[config.mk]
export PLATFORM = sky130hd
export DESIGN_NAME = tga_rle_decoder_unit_flat
export DESIGN_NICKNAME = d
export VERILOG_FILES = /design/src/sv/tga_rle_pkg.sv /design/src/sv/tga_rle_byte_if.sv /design/src/sv/tga_rle_res_if.sv /design/src/sv/tga_rle_core.sv /design/src/sv/tga_rle_decoder_unit.sv /design/src/flat_wrapper.sv
export SDC_FILE = /design/constraint.sdc
export NUM_CORES = 1
export LEC_CHECK = 0
export BUFFER_PORTS_ARGS = -buffer_cell sky130_fd_sc_hd__buf_2
export CORE_MARGIN = 2
export CORE_UTILIZATION = 35
export CTS_CLUSTER_SIZE = 16
export DETAILED_ROUTE_END_ITERATION = 12
export PLACE_DENSITY = 0.52
export SLEW_MARGIN = 10
export SYNTH_ARGS = -nofsm -noshare
export SYNTH_HDL_FRONTEND = slang
export SYNTH_SLANG_ARGS = --single-unit
[constraint.sdc]
create_clock -name clk_i -period 7.7 [get_ports clk_i]
set_clock_uncertainty 0.15 [all_clocks]
set_input_delay 1.54 -clock clk_i [delete_from_list [all_inputs] [get_ports clk_i]]
set_output_delay 1.54 -clock clk_i [all_outputs]
set_load 0.03 [all_outputs]
[src/sv/tga_rle_pkg.sv]
// tga_rle_pkg: shared types and constants of the run-length pixel decoder
// no dependencies; imported by the decode core and the top level
`timescale 1ns / 1ps
`default_nettype none

package tga_rle_pkg;

  // configuration port
  localparam int unsigned CFG_IDX_BITS  = 1;
  localparam int unsigned CFG_DATA_BITS = 32;

  localparam logic [CFG_IDX_BITS-1:0] CFG_BYTES_PER_PIXEL = 1'd0;
  localparam logic [CFG_IDX_BITS-1:0] CFG_PIXEL_COUNT     = 1'd1;

  // reset values of the registers
  localparam logic [2:0]  BPP_RESET   = 3'd3;
  localparam logic [31:0] COUNT_RESET = 32'd1;

  // register contents handed to the decode core
  typedef struct packed {
    logic [2:0]  bytes_per_pixel;
    logic [31:0] pixel_count;
  } cfg_t;

  // status flags of one result
  typedef struct packed {
    logic image_done;
    logic overrun_error;
  } res_flags_t;

endpackage

`default_nettype wire

[src/sv/tga_rle_byte_if.sv]
// tga_rle_byte_if: valid/ready channel carrying one encoded stream byte
// depends on nothing; used by the top level input port
`timescale 1ns / 1ps
`default_nettype none

interface tga_rle_byte_if;
  logic       valid;
  logic       ready;
  logic [7:0] in_byte;

  modport source (output valid, output in_byte, input ready);
  modport sink   (input valid, input in_byte, output ready);
endinterface

`default_nettype wire

[src/sv/tga_rle_res_if.sv]
// tga_rle_res_if: valid/ready channel carrying one decoded pixel result
// depends on nothing; used by the top level output port
`timescale 1ns / 1ps
`default_nettype none

interface tga_rle_res_if #(
  parameter int unsigned PIXEL_INDEX_BITS = 32
);
  logic                        valid;
  logic                        ready;
  logic [31:0]                 pixel_value;
  logic [7:0]                  repeat_count;
  logic [PIXEL_INDEX_BITS-1:0] first_pixel_index;
  logic                        image_done;
  logic                        overrun_error;

  modport source (
    output valid, output pixel_value, output repeat_count,
    output first_pixel_index, output image_done, output overrun_error,
    input ready
  );
  modport sink (
    input valid, input pixel_value, input repeat_count,
    input first_pixel_index, input image_done, input overrun_error,
    output ready
  );
endinterface

`default_nettype wire

[src/sv/tga_rle_core.sv]
// tga_rle_core: packet and pixel state of the decoder, one byte per transfer
// depends on tga_rle_pkg
`timescale 1ns / 1ps
`default_nettype none

module tga_rle_core import tga_rle_pkg::*; #(
  parameter int unsigned PIXEL_INDEX_BITS = 32
) (
  input  wire logic                        clk_i,
  input  wire logic                        rst_ni,
  input  wire logic                        accept_i,
  input  wire logic [7:0]                  in_byte_i,
  input  wire cfg_t                        cfg_i,
  output logic                             res_valid_o,
  output logic [31:0]                      pixel_value_o,
  output logic [7:0]                       repeat_count_o,
  output logic [PIXEL_INDEX_BITS-1:0]      first_index_o,
  output res_flags_t                       flags_o
);

  localparam logic [32:0] CountCap = (33'd1 << PIXEL_INDEX_BITS) - 33'd1;

  // decoding state
  logic                        active_q, active_d;
  logic                        is_run_q, is_run_d;
  logic [7:0]                  ppl_q, ppl_d;
  logic [1:0]                  bip_q, bip_d;
  logic [31:0]                 asm_q, asm_d;
  logic [PIXEL_INDEX_BITS-1:0] done_q, done_d;
  logic [9:0]                  discard_q, discard_d;

  // effective register values
  logic [2:0]                  bpp_eff;
  logic [32:0]                 count_ext;
  logic [32:0]                 count_sat;
  logic [PIXEL_INDEX_BITS-1:0] total;
  logic [PIXEL_INDEX_BITS-1:0] remaining;

  always_comb begin
    if (cfg_i.bytes_per_pixel == 3'd0) begin
      bpp_eff = 3'd1;
    end else if (cfg_i.bytes_per_pixel > 3'd4) begin
      bpp_eff = 3'd4;
    end else begin
      bpp_eff = cfg_i.bytes_per_pixel;
    end
  end

  assign count_ext = {1'b0, cfg_i.pixel_count};

  always_comb begin
    if (cfg_i.pixel_count == 32'd0) begin
      count_sat = 33'd1;
    end else if (count_ext > CountCap) begin
      count_sat = CountCap;
    end else begin
      count_sat = count_ext;
    end
  end

  assign total     = count_sat[PIXEL_INDEX_BITS-1:0];
  assign remaining = (total > done_q) ? (total - done_q) : PIXEL_INDEX_BITS'(1);

  // pixel assembly and packet bookkeeping
  logic [31:0]                 asm_new;
  logic [2:0]                  bip_inc;
  logic [7:0]                  count_raw;
  logic [7:0]                  ppl_m1;
  logic [10:0]                 discard_prod;
  logic                        over;

  assign asm_new      = asm_q | (32'(in_byte_i) << {bip_q, 3'b000});
  assign bip_inc      = {1'b0, bip_q} + 3'd1;
  assign count_raw    = is_run_q ? ppl_q : 8'd1;
  assign ppl_m1       = ppl_q - 8'd1;
  assign discard_prod = 11'(ppl_m1) * 11'(bpp_eff);
  assign over         = PIXEL_INDEX_BITS'(ppl_q) > remaining;

  // next state and result
  always_comb begin
    active_d       = active_q;
    is_run_d       = is_run_q;
    ppl_d          = ppl_q;
    bip_d          = bip_q;
    asm_d          = asm_q;
    done_d         = done_q;
    discard_d      = discard_q;
    res_valid_o    = 1'b0;
    pixel_value_o  = asm_new;
    repeat_count_o = count_raw;
    first_index_o  = done_q;
    flags_o        = '0;
    if (accept_i) begin
      if (discard_q != 10'd0) begin
        discard_d = discard_q - 10'd1;
      end else if (!active_q) begin
        // packet header: both kinds declare low seven bits plus one pixels
        active_d = 1'b1;
        bip_d    = 2'd0;
        asm_d    = '0;
        is_run_d = in_byte_i[7];
        ppl_d    = {1'b0, in_byte_i[6:0]} + 8'd1;
      end else if (bip_inc < bpp_eff) begin
        asm_d = asm_new;
        bip_d = bip_inc[1:0];
      end else begin
        res_valid_o = 1'b1;
        asm_d       = '0;
        bip_d       = 2'd0;
        if (over) begin
          // packet reaches past the image end: clip and drop the rest
          flags_o.image_done    = 1'b1;
          flags_o.overrun_error = 1'b1;
          if (PIXEL_INDEX_BITS'(count_raw) > remaining) begin
            repeat_count_o = remaining[7:0];
          end
          discard_d = is_run_q ? 10'd0 : discard_prod[9:0];
          active_d  = 1'b0;
          ppl_d     = 8'd0;
          done_d    = '0;
        end else begin
          ppl_d = ppl_q - count_raw;
          if (ppl_q == count_raw) begin
            active_d = 1'b0;
          end
          if (PIXEL_INDEX_BITS'(count_raw) >= remaining) begin
            flags_o.image_done = 1'b1;
            done_d             = '0;
            active_d           = 1'b0;
          end else begin
            done_d = done_q + PIXEL_INDEX_BITS'(count_raw);
          end
        end
      end
    end
  end

  // state registers
  always_ff @(posedge clk_i or negedge rst_ni) begin
    if (!rst_ni) begin
      active_q  <= 1'b0;
      is_run_q  <= 1'b0;
      ppl_q     <= 8'd0;
      bip_q     <= 2'd0;
      asm_q     <= '0;
      done_q    <= '0;
      discard_q <= 10'd0;
    end else begin
      active_q  <= active_d;
      is_run_q  <= is_run_d;
      ppl_q     <= ppl_d;
      bip_q     <= bip_d;
      asm_q     <= asm_d;
      done_q    <= done_d;
      discard_q <= discard_d;
    end
  end

endmodule

`default_nettype wire

[src/sv/tga_rle_decoder_unit.sv]
// tga_rle_decoder_unit: run-length pixel decoder, one encoded byte per cycle while ready
// a result is registered in the output register, or in the skid entry while output stalls
// the decode core updates all of its state on each byte it accepts
// a two-entry result buffer keeps input transfers going while one result waits
// reset (asynchronous, active low) clears the decoding state and the buffer
// and restores bytes_per_pixel = 3 and pixel_count = 1
`timescale 1ns / 1ps
`default_nettype none

module tga_rle_decoder_unit import tga_rle_pkg::*; #(
  parameter int unsigned PIXEL_INDEX_BITS = 32
) (
  input  wire logic                     clk_i,
  input  wire logic                     rst_ni,
  tga_rle_byte_if.sink                  byte_i,
  tga_rle_res_if.source                 result_o,
  input  wire logic                     cfg_we_i,
  input  wire logic [CFG_IDX_BITS-1:0]  cfg_idx_i,
  input  wire logic [CFG_DATA_BITS-1:0] cfg_wdata_i
);

  typedef struct packed {
    logic [31:0]                 pixel_value;
    logic [7:0]                  repeat_count;
    logic [PIXEL_INDEX_BITS-1:0] first_index;
    res_flags_t                  flags;
  } entry_t;

  // configuration registers
  cfg_t cfg_q;

  always_ff @(posedge clk_i or negedge rst_ni) begin
    if (!rst_ni) begin
      cfg_q.bytes_per_pixel <= BPP_RESET;
      cfg_q.pixel_count     <= COUNT_RESET;
    end else if (cfg_we_i) begin
      case (cfg_idx_i)
        CFG_BYTES_PER_PIXEL: cfg_q.bytes_per_pixel <= cfg_wdata_i[2:0];
        CFG_PIXEL_COUNT:     cfg_q.pixel_count     <= cfg_wdata_i[31:0];
        default: ;
      endcase
    end
  end

  // input transfer
  logic accept;
  logic skid_valid_q;

  assign byte_i.ready = !skid_valid_q;
  assign accept       = byte_i.valid && byte_i.ready;

  // decode core
  logic       res_valid;
  entry_t     res;

  tga_rle_core #(
    .PIXEL_INDEX_BITS (PIXEL_INDEX_BITS)
  ) u_core (
    .clk_i          (clk_i),
    .rst_ni         (rst_ni),
    .accept_i       (accept),
    .in_byte_i      (byte_i.in_byte),
    .cfg_i          (cfg_q),
    .res_valid_o    (res_valid),
    .pixel_value_o  (res.pixel_value),
    .repeat_count_o (res.repeat_count),
    .first_index_o  (res.first_index),
    .flags_o        (res.flags)
  );

  // two-entry result buffer: output register plus skid entry
  logic   out_valid_q;
  entry_t out_q, skid_q;
  logic   pop;

  assign pop = out_valid_q && result_o.ready;

  always_ff @(posedge clk_i or negedge rst_ni) begin
    if (!rst_ni) begin
      out_valid_q  <= 1'b0;
      skid_valid_q <= 1'b0;
    end else if (!out_valid_q || pop) begin
      out_valid_q  <= skid_valid_q || res_valid;
      skid_valid_q <= 1'b0;
    end else if (res_valid) begin
      skid_valid_q <= 1'b1;
    end
  end

  always_ff @(posedge clk_i) begin
    if (!out_valid_q || pop) begin
      out_q <= skid_valid_q ? skid_q : res;
    end else if (res_valid) begin
      skid_q <= res;
    end
  end

  // output transfer
  assign result_o.valid             = out_valid_q;
  assign result_o.pixel_value       = out_q.pixel_value;
  assign result_o.repeat_count      = out_q.repeat_count;
  assign result_o.first_pixel_index = out_q.first_index;
  assign result_o.image_done        = out_q.flags.image_done;
  assign result_o.overrun_error     = out_q.flags.overrun_error;

`ifndef SYNTHESIS
  // the skid entry is only ever filled behind a waiting output
  a_skid_behind_out: assert property (@(posedge clk_i) disable iff (!rst_ni)
    skid_valid_q |-> out_valid_q)
    else $error("skid entry holds a result with the output register empty");

  // an overrun always closes the image
  a_overrun_done: assert property (@(posedge clk_i) disable iff (!rst_ni)
    (out_valid_q && out_q.flags.overrun_error) |-> out_q.flags.image_done)
    else $error("overrun result without image_done");

  // every result fills at least one pixel
  a_count_nonzero: assert property (@(posedge clk_i) disable iff (!rst_ni)
    out_valid_q |-> (out_q.repeat_count != 8'd0))
    else $error("result with zero repeat count");

  // a result arriving at a stalled output fills the skid entry and blocks new input
  a_full_blocks: assert property (@(posedge clk_i) disable iff (!rst_ni)
    (out_valid_q && !result_o.ready && res_valid) |=> (skid_valid_q && !byte_i.ready))
    else $error("result buffer overflow");
`endif

endmodule

`default_nettype wire
[src/flat_wrapper.sv]
// flat-port wrapper written by rule: the top's interface ports become plain ports
module tga_rle_decoder_unit_flat import tga_rle_pkg::*;
#(
  parameter int unsigned PIXEL_INDEX_BITS = 32
)
  (clk_i, rst_ni, cfg_we_i, cfg_idx_i, cfg_wdata_i, byte_i_valid, byte_i_in_byte, byte_i_ready, result_o_valid, result_o_pixel_value, result_o_repeat_count, result_o_first_pixel_index, result_o_image_done, result_o_overrun_error, result_o_ready);
  tga_rle_byte_if byte_i_i ();
  tga_rle_res_if #(.PIXEL_INDEX_BITS(PIXEL_INDEX_BITS)) result_o_i ();
  input  wire logic clk_i;
  input  wire logic rst_ni;
  input  wire logic cfg_we_i;
  input  wire logic [CFG_IDX_BITS-1:0] cfg_idx_i;
  input  wire logic [CFG_DATA_BITS-1:0] cfg_wdata_i;
  input wire logic [$bits(byte_i_i.valid)-1:0] byte_i_valid;
  input wire logic [$bits(byte_i_i.in_byte)-1:0] byte_i_in_byte;
  output wire logic [$bits(byte_i_i.ready)-1:0] byte_i_ready;
  output wire logic [$bits(result_o_i.valid)-1:0] result_o_valid;
  output wire logic [$bits(result_o_i.pixel_value)-1:0] result_o_pixel_value;
  output wire logic [$bits(result_o_i.repeat_count)-1:0] result_o_repeat_count;
  output wire logic [$bits(result_o_i.first_pixel_index)-1:0] result_o_first_pixel_index;
  output wire logic [$bits(result_o_i.image_done)-1:0] result_o_image_done;
  output wire logic [$bits(result_o_i.overrun_error)-1:0] result_o_overrun_error;
  input wire logic [$bits(result_o_i.ready)-1:0] result_o_ready;
  assign byte_i_i.valid = byte_i_valid;
  assign byte_i_i.in_byte = byte_i_in_byte;
  assign byte_i_ready = byte_i_i.ready;
  assign result_o_valid = result_o_i.valid;
  assign result_o_pixel_value = result_o_i.pixel_value;
  assign result_o_repeat_count = result_o_i.repeat_count;
  assign result_o_first_pixel_index = result_o_i.first_pixel_index;
  assign result_o_image_done = result_o_i.image_done;
  assign result_o_overrun_error = result_o_i.overrun_error;
  assign result_o_i.ready = result_o_ready;
  tga_rle_decoder_unit #(.PIXEL_INDEX_BITS(PIXEL_INDEX_BITS)) u_core (.clk_i(clk_i), .rst_ni(rst_ni), .byte_i(byte_i_i), .result_o(result_o_i), .cfg_we_i(cfg_we_i), .cfg_idx_i(cfg_idx_i), .cfg_wdata_i(cfg_wdata_i));
endmodule
Word level (Yosys, flattened, before mapping)
Index checks and enable logic that the tools add are counted.
{ "word_totals": {"register_bits": 271, "in_bits": 46, "output_inout_bits": 76} }
{ "classes": {"addsub": 7, "n_mul": 1, "magnitude_cmp": 7, "n_eq_ne": 3, "shifts": 1, "mux": 45, "bitwise_logic": 6, "reduce_logical": 20} }
{ "op_table": {"columns": ["operator", "n"], "rows": [
  ["32-bit 2-to-1 mux", 7],
  ["8-bit 2-to-1 mux", 10],
  ["74-bit 2-to-1 mux", 1],
  ["8-bit by 32-bit greater-than comparator with 1-bit output", 2],
  ["10-bit 2-to-1 mux", 5],
  ["32-bit by 8-bit adder with 32-bit output", 1],
  ["8-bit by 32-bit greater-or-equal comparator with 1-bit output", 1],
  ["32-bit greater-than comparator", 1],
  ["32-bit greater-than comparator, second input constant", 1],
  ["32-bit logical NOT", 1],
  ["32-bit OR", 1],
  ["8-bit by 5-bit << shifter with 32-bit output", 1],
  ["32-bit subtractor", 1],
  ["1-bit 2-to-1 mux", 14],
  ["2-bit 2-to-1 mux", 6],
  ["8-bit by 3-bit multiplier with 10-bit output", 1],
  ["10-bit nonzero test", 1],
  ["10-bit by 1-bit subtractor with 10-bit output, second input constant", 1],
  ["7-bit by 1-bit adder with 8-bit output, second input constant", 1],
  ["8-bit equality test", 1],
  ["2-bit AND reduction", 4],
  ["4-bit AND reduction", 2],
  ["8-bit by 1-bit subtractor with 8-bit output, second input constant", 1],
  ["8-bit subtractor", 1],
  ["other kinds (12)", 24]
]} }

Longest topological paths before layout
Gate-level depths: netlist (run 1).
{ "depth": {"word_depth": 13, "mapped_depth": 28, "mapped_depth_nobuf": 26} }

Modules after synthesis
Synthesis (run 1) repeated with hierarchy kept, for this count alone.
{ "hier_totals": {"hier_cells": 1419, "hier_area_um2": 15205.8} }
{ "by_module_without_submodules": {"columns": ["mod", "instances", "cells_each", "area_each_um2"], "rows": [
  ["tga_rle_core", 1, 1103, 8359.3],
  ["tga_rle_decoder_unit", 1, 316, 6846.6]
]} }

Worst setup path before layout (run 1)
No wires, ideal clock.
{ "synth_path": {"kind": "input port to flip-flop", "from": "input result_o_ready", "to": "register u_core.skid_q[0] in the netlist's numbering (enable)", "t_arrival_ns": 6.636, "required_time_ns": 7.044, "setup_slack_ns": 0.408, "stages": 2, "path_cell_list": "nand2b_1 > nor2_1"} }
{ "synth_between": {"elab_chain_cells": 4} }
{ "synth_lines": {"columns": ["item", "line", "rtl"], "rows": [
  ["start: declaration", "flat_wrapper.sv:23", "input wire logic [$bits(result_o_i.ready)-1:0] result_o_ready;"],
  ["1-bit logical AND", "tga_rle_decoder_unit.sv:76", "assign pop = out_valid_q && result_o.ready;"],
  ["1-bit logical OR", "tga_rle_decoder_unit.sv:91", "if (!out_valid_q || pop) begin"],
  ["1-bit NOT (no line)", null, null],
  ["2-bit AND reduction (no line)", null, null],
  ["end signal: assignment", "tga_rle_decoder_unit.sv:94", "skid_q <= res;"],
  ["end: declaration", "tga_rle_decoder_unit.sv:73", "entry_t out_q, skid_q;"]
]} }
Every way passes these cells.
A chain may end at the register's enable or synchronous reset.

Worst setup path in the final report (run 1)
{ "layout_path": {"from": "register u_core.cfg_q[17] in the netlist's numbering", "to": "register u_core.out_q (netlist bit u_core.result_o.repeat_count[5]), data pin"} }
{ "layout_between": {"elab_chain_cells": 13, "word_cells_on_any_way": 16, "cone_classes": "add/sub: 1; order compare: 4; mux: 10; reduce/logical: 1"} }
{ "layout_lines": {"columns": ["item", "line", "rtl"], "rows": [
  ["start: declaration", "tga_rle_decoder_unit.sv:30", "cfg_t cfg_q;"],
  ["32-bit greater-than comparator", "tga_rle_core.sv:54", "end else if (count_ext > CountCap) begin"],
  ["32-bit 2-to-1 mux", "tga_rle_core.sv:54", null],
  ["32-bit 2-to-1 mux (*)", "tga_rle_core.sv:52", "if (cfg_i.pixel_count == 32'd0) begin"],
  ["32-bit subtractor / 32-bit greater-than comparator (equally long branches)", "tga_rle_core.sv:62", "assign remaining = (total > done_q) ? (total - done_q) : PIXEL_INDEX_BITS'(1);"],
  ["32-bit 2-to-1 mux (*)", "tga_rle_core.sv:62", null],
  ["8-bit by 32-bit greater-than comparator with 1-bit output", "tga_rle_core.sv:114", "if (PIXEL_INDEX_BITS'(count_raw) > remaining) begin"],
  ["8-bit 2-to-1 mux", "tga_rle_core.sv:114", null],
  ["8-bit 2-to-1 mux (*)", "tga_rle_core.sv:110", "if (over) begin"],
  ["8-bit 2-to-1 mux (*)", "tga_rle_core.sv:103", "end else if (bip_inc < bpp_eff) begin"],
  ["8-bit 2-to-1 mux (*)", "tga_rle_core.sv:96", "end else if (!active_q) begin"],
  ["8-bit 2-to-1 mux (*)", "tga_rle_core.sv:94", "if (discard_q != 10'd0) begin"],
  ["8-bit 2-to-1 mux (*)", "tga_rle_core.sv:93", "if (accept_i) begin"],
  ["74-bit 2-to-1 mux (*)", "tga_rle_decoder_unit.sv:92", "out_q <= skid_valid_q ? skid_q : res;"],
  ["end signal: assignment", "tga_rle_decoder_unit.sv:92", null],
  ["end: declaration", "tga_rle_decoder_unit.sv:73", null]
]} }
Every way passes the cells marked *; elsewhere a longest branch is shown, timed or not.

==> impl.org, run 1 <==
** Timing
- Fin. Hold Viols :: 0
- Count of final max-slew check failures :: 0
- Final setup violation count :: 0
- Derived from the worst setup path, the maximum achievable clock frequency is 145 MHz.
- Setup repair after global routing left no endpoint under its margin.
- Dividing the final minimum period by the clock period gives 89.6%.
- Total negative slack for setup checks :: 0 ns
- The clock period could shrink to 6.90 ns.
- Worst relative slew slack :: 30.1%
- At the pin with the least slew margin, the transition time is 1.05 ns.

** Final layout
- Relative area change from synthesis to final layout :: 14.6%
- Antenna diode count :: 0
- Cells with a size suffix above 1 make up 17.4% of the layout.
- Final net count :: 1697

** Power and ir drop
- Overall power of the completed layout :: 0.00534 W
- Static power due to leakage :: 7.33 nW
- VDD IR max :: 0.155 mV
- Power Dens Cells :: 306 nW/µm²

** Job
- Across the run, the number of max-cap violations was 0.

** Logic synthesis
- Counting flops and latches in the post-synthesis netlist gives 271.
- Count of warnings emitted by yosys :: 0
- Top area cells in the synthesized netlist :: sky130_fd_sc_hd__edfxtp_1 (29%), sky130_fd_sc_hd__dfrtp_1 (20%), sky130_fd_sc_hd__ha_1 (6.0%)
- Post-Synthesis Cells :: 1497
- Number of enable-type register cells in the synthesized netlist :: 148
- Top cells by instance count after synthesis :: sky130_fd_sc_hd__nand2_1 (166), sky130_fd_sc_hd__edfxtp_1 (148), sky130_fd_sc_hd__dfrtp_1 (120)
- Distinct cells, synth :: 79
- Fraction of post-synthesis cell area in the top cell type by area :: 29.2%
- sky130_fd_sc_hd__nand2_1 is the most common cell in the netlist.
- The number of nets in the synthesized netlist is 1625.
- Post-synthesis instance area :: 15200 µm²
- Mapped Avg Cell Area :: 10.2 µm²
- Cell type with the highest aggregate area in the netlist :: sky130_fd_sc_hd__edfxtp_1
- Most used flip-flop cell after synthesis :: sky130_fd_sc_hd__edfxtp_1
- Fraction of registers with async set/reset :: 45.4%
- Sequential-to-total area share from yosys stat :: 49.4%

** Clock network
- Max Buffers Root-to-Sink :: 3
- Post-CTS Repair Setup Buffers :: 0
- Num Clock Sinks :: 271
- TritonCTS built the clock tree.
- Hold repair after CTS inserted 0 buffers.
- Clk Tree Root Cell :: sky130_fd_sc_hd__clkbuf_16
- Number of clock buffers inserted by TritonCTS :: 34
- Worst-path clk slew :: 0.06 ns
- Clock latency of the later-clocked register in the worst-skew pair :: 0.55 ns
- Number of gates resized after cts :: 0
- # H-tree levels :: 2

** Die
- 122 I/O pins were placed.
- In this run the horizontal extent of the chip is 213 µm.
- Die Y :: 213 µm
- Die area :: 45200 µm²
- Core area :: 43000 µm²
- Std-Cell Rows :: 76
- Effective utilization at floorplan :: 35.4%

** Critical path
- Buffer and inverter count on the worst path :: 2
- Setup slack of the worst register-to-register path :: 0.80 ns
- The worst setup path is launched from a flop.
- For the worst setup path, the data required time is 7.95 ns.
- In this run the critical register-to-register path is captured at u_core.result_o.repeat_count[5].
- Capturing element type of the critical path :: flop
- Data on the critical path arrives at its endpoint at 7.15 ns.
- Maximum fanout count along the critical path :: 11
- Launch point of the worst reg-to-reg path :: u_core.cfg_q[17]
- Worst setup path class :: flop to flop
- CP max stage delay :: 0.76 ns
- The slowest stage of the critical path belongs to the cell sky130_fd_sc_hd__a211oi_1.
- For the worst flop-to-flop path, the logic depth is 26.
- Cell family with most CP delay :: compound AO/OA/AOI/OAI gates

** Routing
- After detailed routing, the number of vias per cell comes to 5.27.
- Total detailed-routing wirelength :: 43.2 mm
- Summing over every cut layer, the via total after detailed routing is 11479.
- For this run, design rule violations remaining after detail routing come to 0.
- Routed wire per std cell :: 19.8 µm
- Once detail routing completed, the nets flagged for antenna violations numbered 0.
- The pre-antenna-repair detailed-routing pass consisted of 5 iterations.
- Iter 0 DRT Violations :: 873

** GRT
- The number of antenna violations at the first check in global routing is 1.
- Global-route usage over all layers :: 19.4%
- Wire length of the first global-routing pass :: 67.0 mm
- Largest net degree at the start of global routing :: 76
- Vias in the first global route :: 11333
- Global routing finished with a remaining overflow of 0.

** Placed design
- Routability-driven placement finished with a final weighted congestion of 0.921.
- HPWL after DPL :: 31.8 mm
- Number of buffers inserted by port buffering :: 121

** Min path
- Cells on Worst Hold Path :: 0
- Type of the most critical hold path :: flop to flop
- The path with the worst hold slack has its endpoint at u_core.skid_q[33].
- Hold wc startpoint :: u_core.u_core.first_index_o[31]

** Run status
- The run finished with clean final reports.
## cell usage in the layout (no fill, tap or decap), types with 16 or more instances in the layout
cell type                   netlist  final
sky130_fd_sc_hd__clkbuf_16        0     35
sky130_fd_sc_hd__nand2_1        166    166
sky130_fd_sc_hd__xnor2_1         47     47
sky130_fd_sc_hd__inv_1          112    112
sky130_fd_sc_hd__nor2_1          80     79
sky130_fd_sc_hd__o211ai_1        16     16
sky130_fd_sc_hd__ha_1            73     73
sky130_fd_sc_hd__edfxtp_1       148    148
sky130_fd_sc_hd__nand3_1         35     35
sky130_fd_sc_hd__o21a_1          16     16
sky130_fd_sc_hd__mux2_2          69     69
sky130_fd_sc_hd__nor4_1          23     23
sky130_fd_sc_hd__buf_2            8    120
sky130_fd_sc_hd__and2_1          21     21
sky130_fd_sc_hd__a21o_1          23     23
sky130_fd_sc_hd__dfrtp_1        120    119
sky130_fd_sc_hd__nand4_1         23     23
sky130_fd_sc_hd__nor3_1          29     29
sky130_fd_sc_hd__a21oi_1         98     98
sky130_fd_sc_hd__o21ai_0        110    110
## logic make-up (layout without fill, tap and decap cells)
group / count (synthesis) / in the layout / synth area share [%]
adder cells (fa/ha/maj): 82 / 82 / 7.18
flip-flops: 271 / 271 / 49.4
buffers and inverters: 209 / 307 / 5.32
AO/OA/AOI/OAI: 379 / 379 / 16.2
XOR/XNOR: 56 / 56 / 3.22
multiplexers: 72 / 72 / 5.30
AND/OR/NAND/NOR: 428 / 428 / 13.4
## power by group
part | switching (W) | internal [W] | total [W]
clock | 0.000659 | 0.00101 | 0.00167
sequential | 0.000168 | 0.00170 | 0.00187
combinational | 0.00112 | 0.000679 | 0.00180
total | 0.00195 | 0.00339 | 0.00534
## cell type report
cell class	count	area, µm²
repair buffers	132	691
fillers	4293	25500
multi-input cells	1017	6910
well taps	585	732
flip-flops and latches	271	7530
clock buffers	45	953
inverters	113	424
clock inverters	17	213
## registers in the layout, indices dropped and copies added, names as in the netlist
name                               flops
u_core.result_o.first_pixel_index     32
u_core.u_core.discard_q               10
u_core.u_core.bip_q                    2
u_core.u_core.active_q                 1
u_core.result_o.pixel_value           32
u_core.result_o.valid                  1
u_core.cfg_q                          35
u_core.u_core.ppl_q                    8
u_core.result_o.image_done             1
u_core.u_core.first_index_o           32
u_core.result_o.repeat_count           8
u_core.u_core.asm_q                   32
u_core.result_o.overrun_error          1
u_core.skid_q                         74
u_core.u_core.is_run_q                 1
u_core.skid_valid_q                    1
## how the worst max path moves through the flow
stage,from,to,slack (ns),cells past startpoint
after detailed placement,u_core.cfg_q[17],u_core.result_o.repeat_count[5],0.91,26
after CTS,u_core.cfg_q[17],u_core.result_o.repeat_count[5],0.86,26
after global routing,u_core.cfg_q[17],u_core.u_core.first_index_o[6],0.35,27
after global placement,u_core.cfg_q[17],u_core.result_o.repeat_count[5],1.09,26
final,u_core.cfg_q[17],u_core.result_o.repeat_count[5],0.80,26
after floorplan,result_o_ready,u_core.skid_q[0],0.41,2
## routing by layer
layer / GRT usage (%) / up-vias / wire length [µm]
met5: 0 / - / 0
met4: 6.27 / 0 / 1280
met3: 3.65 / 70 / 2000
met2: 32.4 / 293 / 20700
met1: 25.5 / 5583 / 19200
li1: - / 5533 / -
## through the flow
stage          instance area (µm²)  hold slack [ns]  instances  worst slack [ns]  utilization [%]
4_1_cts                      17400            0.306       2180             0.864             40.6
3_3_place_gp                 16300            0.279       2118              1.09             37.9
5_1_grt                      17400            0.318       2180             0.354             40.6
6_report                     17400            0.307       2180             0.801             40.6
3_5_place_dp                 16300            0.288       2118             0.906             37.9
2_1_floorplan                15200            0.275       1497             0.408                -
No activity file was read; power rests on OpenSTA's default activity.
==> run 2: changes to the inputs <==
--- a/config.mk
+++ b/config.mk
@@ -7,10 +7,11 @@
 export LEC_CHECK = 0
 export BUFFER_PORTS_ARGS = -buffer_cell sky130_fd_sc_hd__buf_2
 export CORE_MARGIN = 2
-export CORE_UTILIZATION = 35
+export CORE_UTILIZATION = 40
 export CTS_CLUSTER_SIZE = 16
 export DETAILED_ROUTE_END_ITERATION = 12
-export PLACE_DENSITY = 0.52
+export PLACE_DENSITY = 0.58
+export RECOVER_POWER = 50
 export SLEW_MARGIN = 10
 export SYNTH_ARGS = -nofsm -noshare
 export SYNTH_HDL_FRONTEND = slang
==> run 2 against run 1 <==
  * Final cell count fell by 3.6%
  * Register-to-register slack improved by 0.30 ns
  * Via count barely moved
  * Non-clock buffer count fell by 1
  * Critical path type unchanged
  * Sequential power barely moved
  * Worst setup slack improved by 0.30 ns
  * Sequential share of layout area rose by 0.74 points
  * The run now ends with capacitance limit, slew limit left
  * Hold slack got worse by 0.0056 ns
  * Critical path depth did not move
  * Final area fell by 1.7%
  * Sequential cell count did not move
==> impl.org, run 2 (same netlist as run 1, synthesis figures left out) <==
** Run status
- Status :: finished with violations
- Violated checks :: capacitance limit, slew limit

** Clock network
- # H-tree levels :: 1 (-1)
- Post-CTS Repair Setup Buffers :: 0 (unchanged)
- The clock slew at the register clock pins of the worst setup and hold paths was 0.06 ns (about the same).
- Number of clock buffers inserted by TritonCTS :: 31 (-8.8%)
- Clock latency of the later-clocked register in the worst-skew pair :: 0.60 ns (+0.05 ns)
- Clk Tree Root Cell :: sky130_fd_sc_hd__clkbuf_16
- TritonCTS built the clock tree.
- Num Clock Sinks :: 271 (unchanged)
- The number of buffers between clock root and the deepest sink came to 3 (unchanged).
- Number of gates resized after cts :: 0 (unchanged)
- Cts hold-fix bufs :: 0 (unchanged)

** Final layout
- Relative area change from synthesis to final layout :: 12.6%
- Antenna diode count :: 0 (unchanged)
- Fraction of final layout cells with drive strength greater than 1 :: 15.5% (-2.0 points)
- In the final layout, the registers with the most flip-flops are u_core.skid_q (74), u_core.cfg_q (35).
- Number of fill cells :: 3552 (-17%)
- Most frequent cells in the layout :: sky130_fd_sc_hd__nand2_1 (166), sky130_fd_sc_hd__edfxtp_1 (148), sky130_fd_sc_hd__dfrtp_1 (119), sky130_fd_sc_hd__inv_1 (112), sky130_fd_sc_hd__o21ai_0 (110)
- The number of nets in the final layout was 1693 (-0.24%).
- Top register by number of flip-flops :: u_core.skid_q
- The library cell used most frequently in the layout, excluding fill and tap cells, is sky130_fd_sc_hd__nand2_1.
- The flip-flop count of the largest register after layout came to 74 (unchanged).
- The area taken by flip-flops and latches is 7530 µm² (unchanged).
- The area of the multi-input gates came to 6900 µm² (-0.11%).

** Min path
- Cells on Worst Hold Path :: 0 (unchanged)
- Type of the most critical hold path :: flop to flop

** Power and ir drop
- Static power due to leakage :: 7.17 nW (-2.2%)
- Power Dens Cells :: 301 nW/µm² (-1.8%)
- The maximum ir drop on the vdd rail was 0.198 mV (+27%).

** GRT
- Global-route usage over all layers :: 21.1% (+1.7 points)
- Initial antenna violation count :: 0 (-1)
- The number of global-route vias before repair came to 11317 (-0.14%).
- The maximum number of pins on one net before global-route repair came to 78 (+2.6%).
- Leftover overflow at the end of global routing :: 0 (unchanged)
- Wire length of the first global-routing pass :: 64.8 mm (-3.3%)

** Die
- Chip Width :: 199 µm (-6.3%)
- Die area :: 39600 µm² (-12%)
- The number of cell rows is 71 (-6.6%).
- Count of pins on the block boundary :: 122 (unchanged)
- The initial cell density of the core was 40.5% (+5.1 points).
- The core box area is 37600 µm² (-13%).
- The die span in y was 199 µm (-6.3%).

** Routing
- The detailed-route wire length per cell came to 19.7 µm (-0.84%).
- The number of remaining DRC errors came to 0 (unchanged).
- Total detailed-routing wirelength :: 41.3 mm (-4.4%)
- After detailed routing, no signal wire sits above met4.
- Number of search-and-repair iterations in the first detailed-routing pass :: 6 (+1)
- The via count of the routed design is 11468 (-0.096%).
- The detailed-routed wire length on met3 is 1.88 mm (-6.0%).
- Routed met1 length :: 18.5 mm (-3.6%)
- Average vias per placed instance :: 5.46 (+3.7%)
- The antenna violation net count after detailed routing is 0 (unchanged).
- Iter 0 DRT Violations :: 811 (-7.1%)
- The met2 routed wirelength is 19.6 mm (-5.5%).

** Placed design
- Worst setup slack after placement :: 1.15 ns (+0.248 ns)
- The routability-driven placement congestion ratio came to 0.922 (+0.16%).
- Number of buffers inserted by port buffering :: 121 (unchanged)
- HPWL after DPL :: 30.3 mm (-4.7%)

** Timing
- The count of final max-slew check failures was 393 (+393).
- The actual slew at the worst max-slew pin came to 3.21 ns (+2.17 ns).
- Final setup violation count :: 0 (unchanged)
- Unrepaired setup endpoints after global routing :: no
- Period utilization :: 85.8% (-3.8 points)
- Total negative slack for setup checks :: 0 ns (unchanged)
- Fin. Hold Viols :: 0 (unchanged)
- Peak clock frequency supported by timing :: 151 MHz (+4.5%)
- The time the final worst path needs with I/O delays and setup was 6.60 ns (-0.296 ns).
- The smallest setup slack after layout is 1.10 ns (+0.296 ns).
- Worst relative slew slack :: -114% (-140 points)

** Job
- Count of maximum capacitance violations :: 8 (+8)

** Critical path
- The critical path is of the flop to flop type.
- Critical Path Start Type :: flop
- The worst setup path is captured at a flop.
- The length in cells of the worst reg-to-reg path is 26 (unchanged).
- CP max stage delay :: 0.63 ns (-0.13 ns)
- The required time at the worst-slack endpoint was 8.09 ns (+0.14 ns).
- Data arrival time of the worst path :: 6.99 ns (-0.16 ns)
- On the critical path, the stage with the largest delay is an instance of sky130_fd_sc_hd__a21oi_1.
- Cell repeated most along the worst path :: sky130_fd_sc_hd__o21a_1
- The worst-path maximum fanout was 10 (-1).
-- run 2: cell types whose count changed in the layout (fill, tap and decap cells not counted), sizes merged --
cell,delta
buf,-32
bufinv,-2
clkbuf,+24
clkinv,+3
clkinvlp,-1
inv,+3
-- run 2: where the power goes --
group | switching (W) | internal, W | total [W]
combinational | 0.00112 | 0.000684 | 0.00180
sequential | 0.000161 | 0.00170 | 0.00186
clock | 0.000640 | 0.000853 | 0.00149
-- run 2: stage by stage --
stage	utilization, %	power [W]	area [µm²]	std cells	hold slack, ns
finish	45.6	0.00516	17200	2101	0.302
global route	45.6	0.00547	17200	2101	0.315
CTS	45.8	0.00519	17200	2101	0.305
detailed placement	43.1	0.00368	16200	2043	0.291
global placement	43.1	0.00367	16200	2043	0.280
floorplan	-	0.00319	15200	1497	0.275
-- run 2: layout make-up --
class	count	share of cell area (%)
repair buffers	131	3.66
multi-input cells	1017	40.2
well taps	511	3.73
clock buffers	38	4.91
inverters	113	2.47
clock inverters	20	1.12
flip-flops and latches	271	43.9
-- run 2: critical path, delay by kind of cell, from the launching register on --
kind	cells	cell delay (ns)
compound gates	13	3.08
simple gates	7	1.77
fa+ha+maj	3	0.74
flops	1	0.40
buf+inv	3	0.40
-- run 2: worst paths after layout --
kind	startpoint	endpoint	slack [ns]
hold / removal	u_core.u_core.first_index_o[23]	u_core.skid_q[25]	0.30
setup / recovery	u_core.cfg_q[24]	u_core.u_core.first_index_o[1]	1.10
max in group asynchronous	rst_ni	u_core.u_core.first_index_o[16]	2.51
hold reg to reg	u_core.u_core.first_index_o[23]	u_core.skid_q[25]	0.30
setup reg to reg	u_core.cfg_q[24]	u_core.u_core.first_index_o[1]	1.10
min in group asynchronous	rst_ni	u_core.cfg_q[34]	1.82
-- run 2: layer usage --
layer  vias to the layer above  GRT usage [%]
li1                       5513              -
met1                      5571           28.3
met2                       310           35.2
met3                        74           2.78
met4                         0           7.38
met5                         -              0
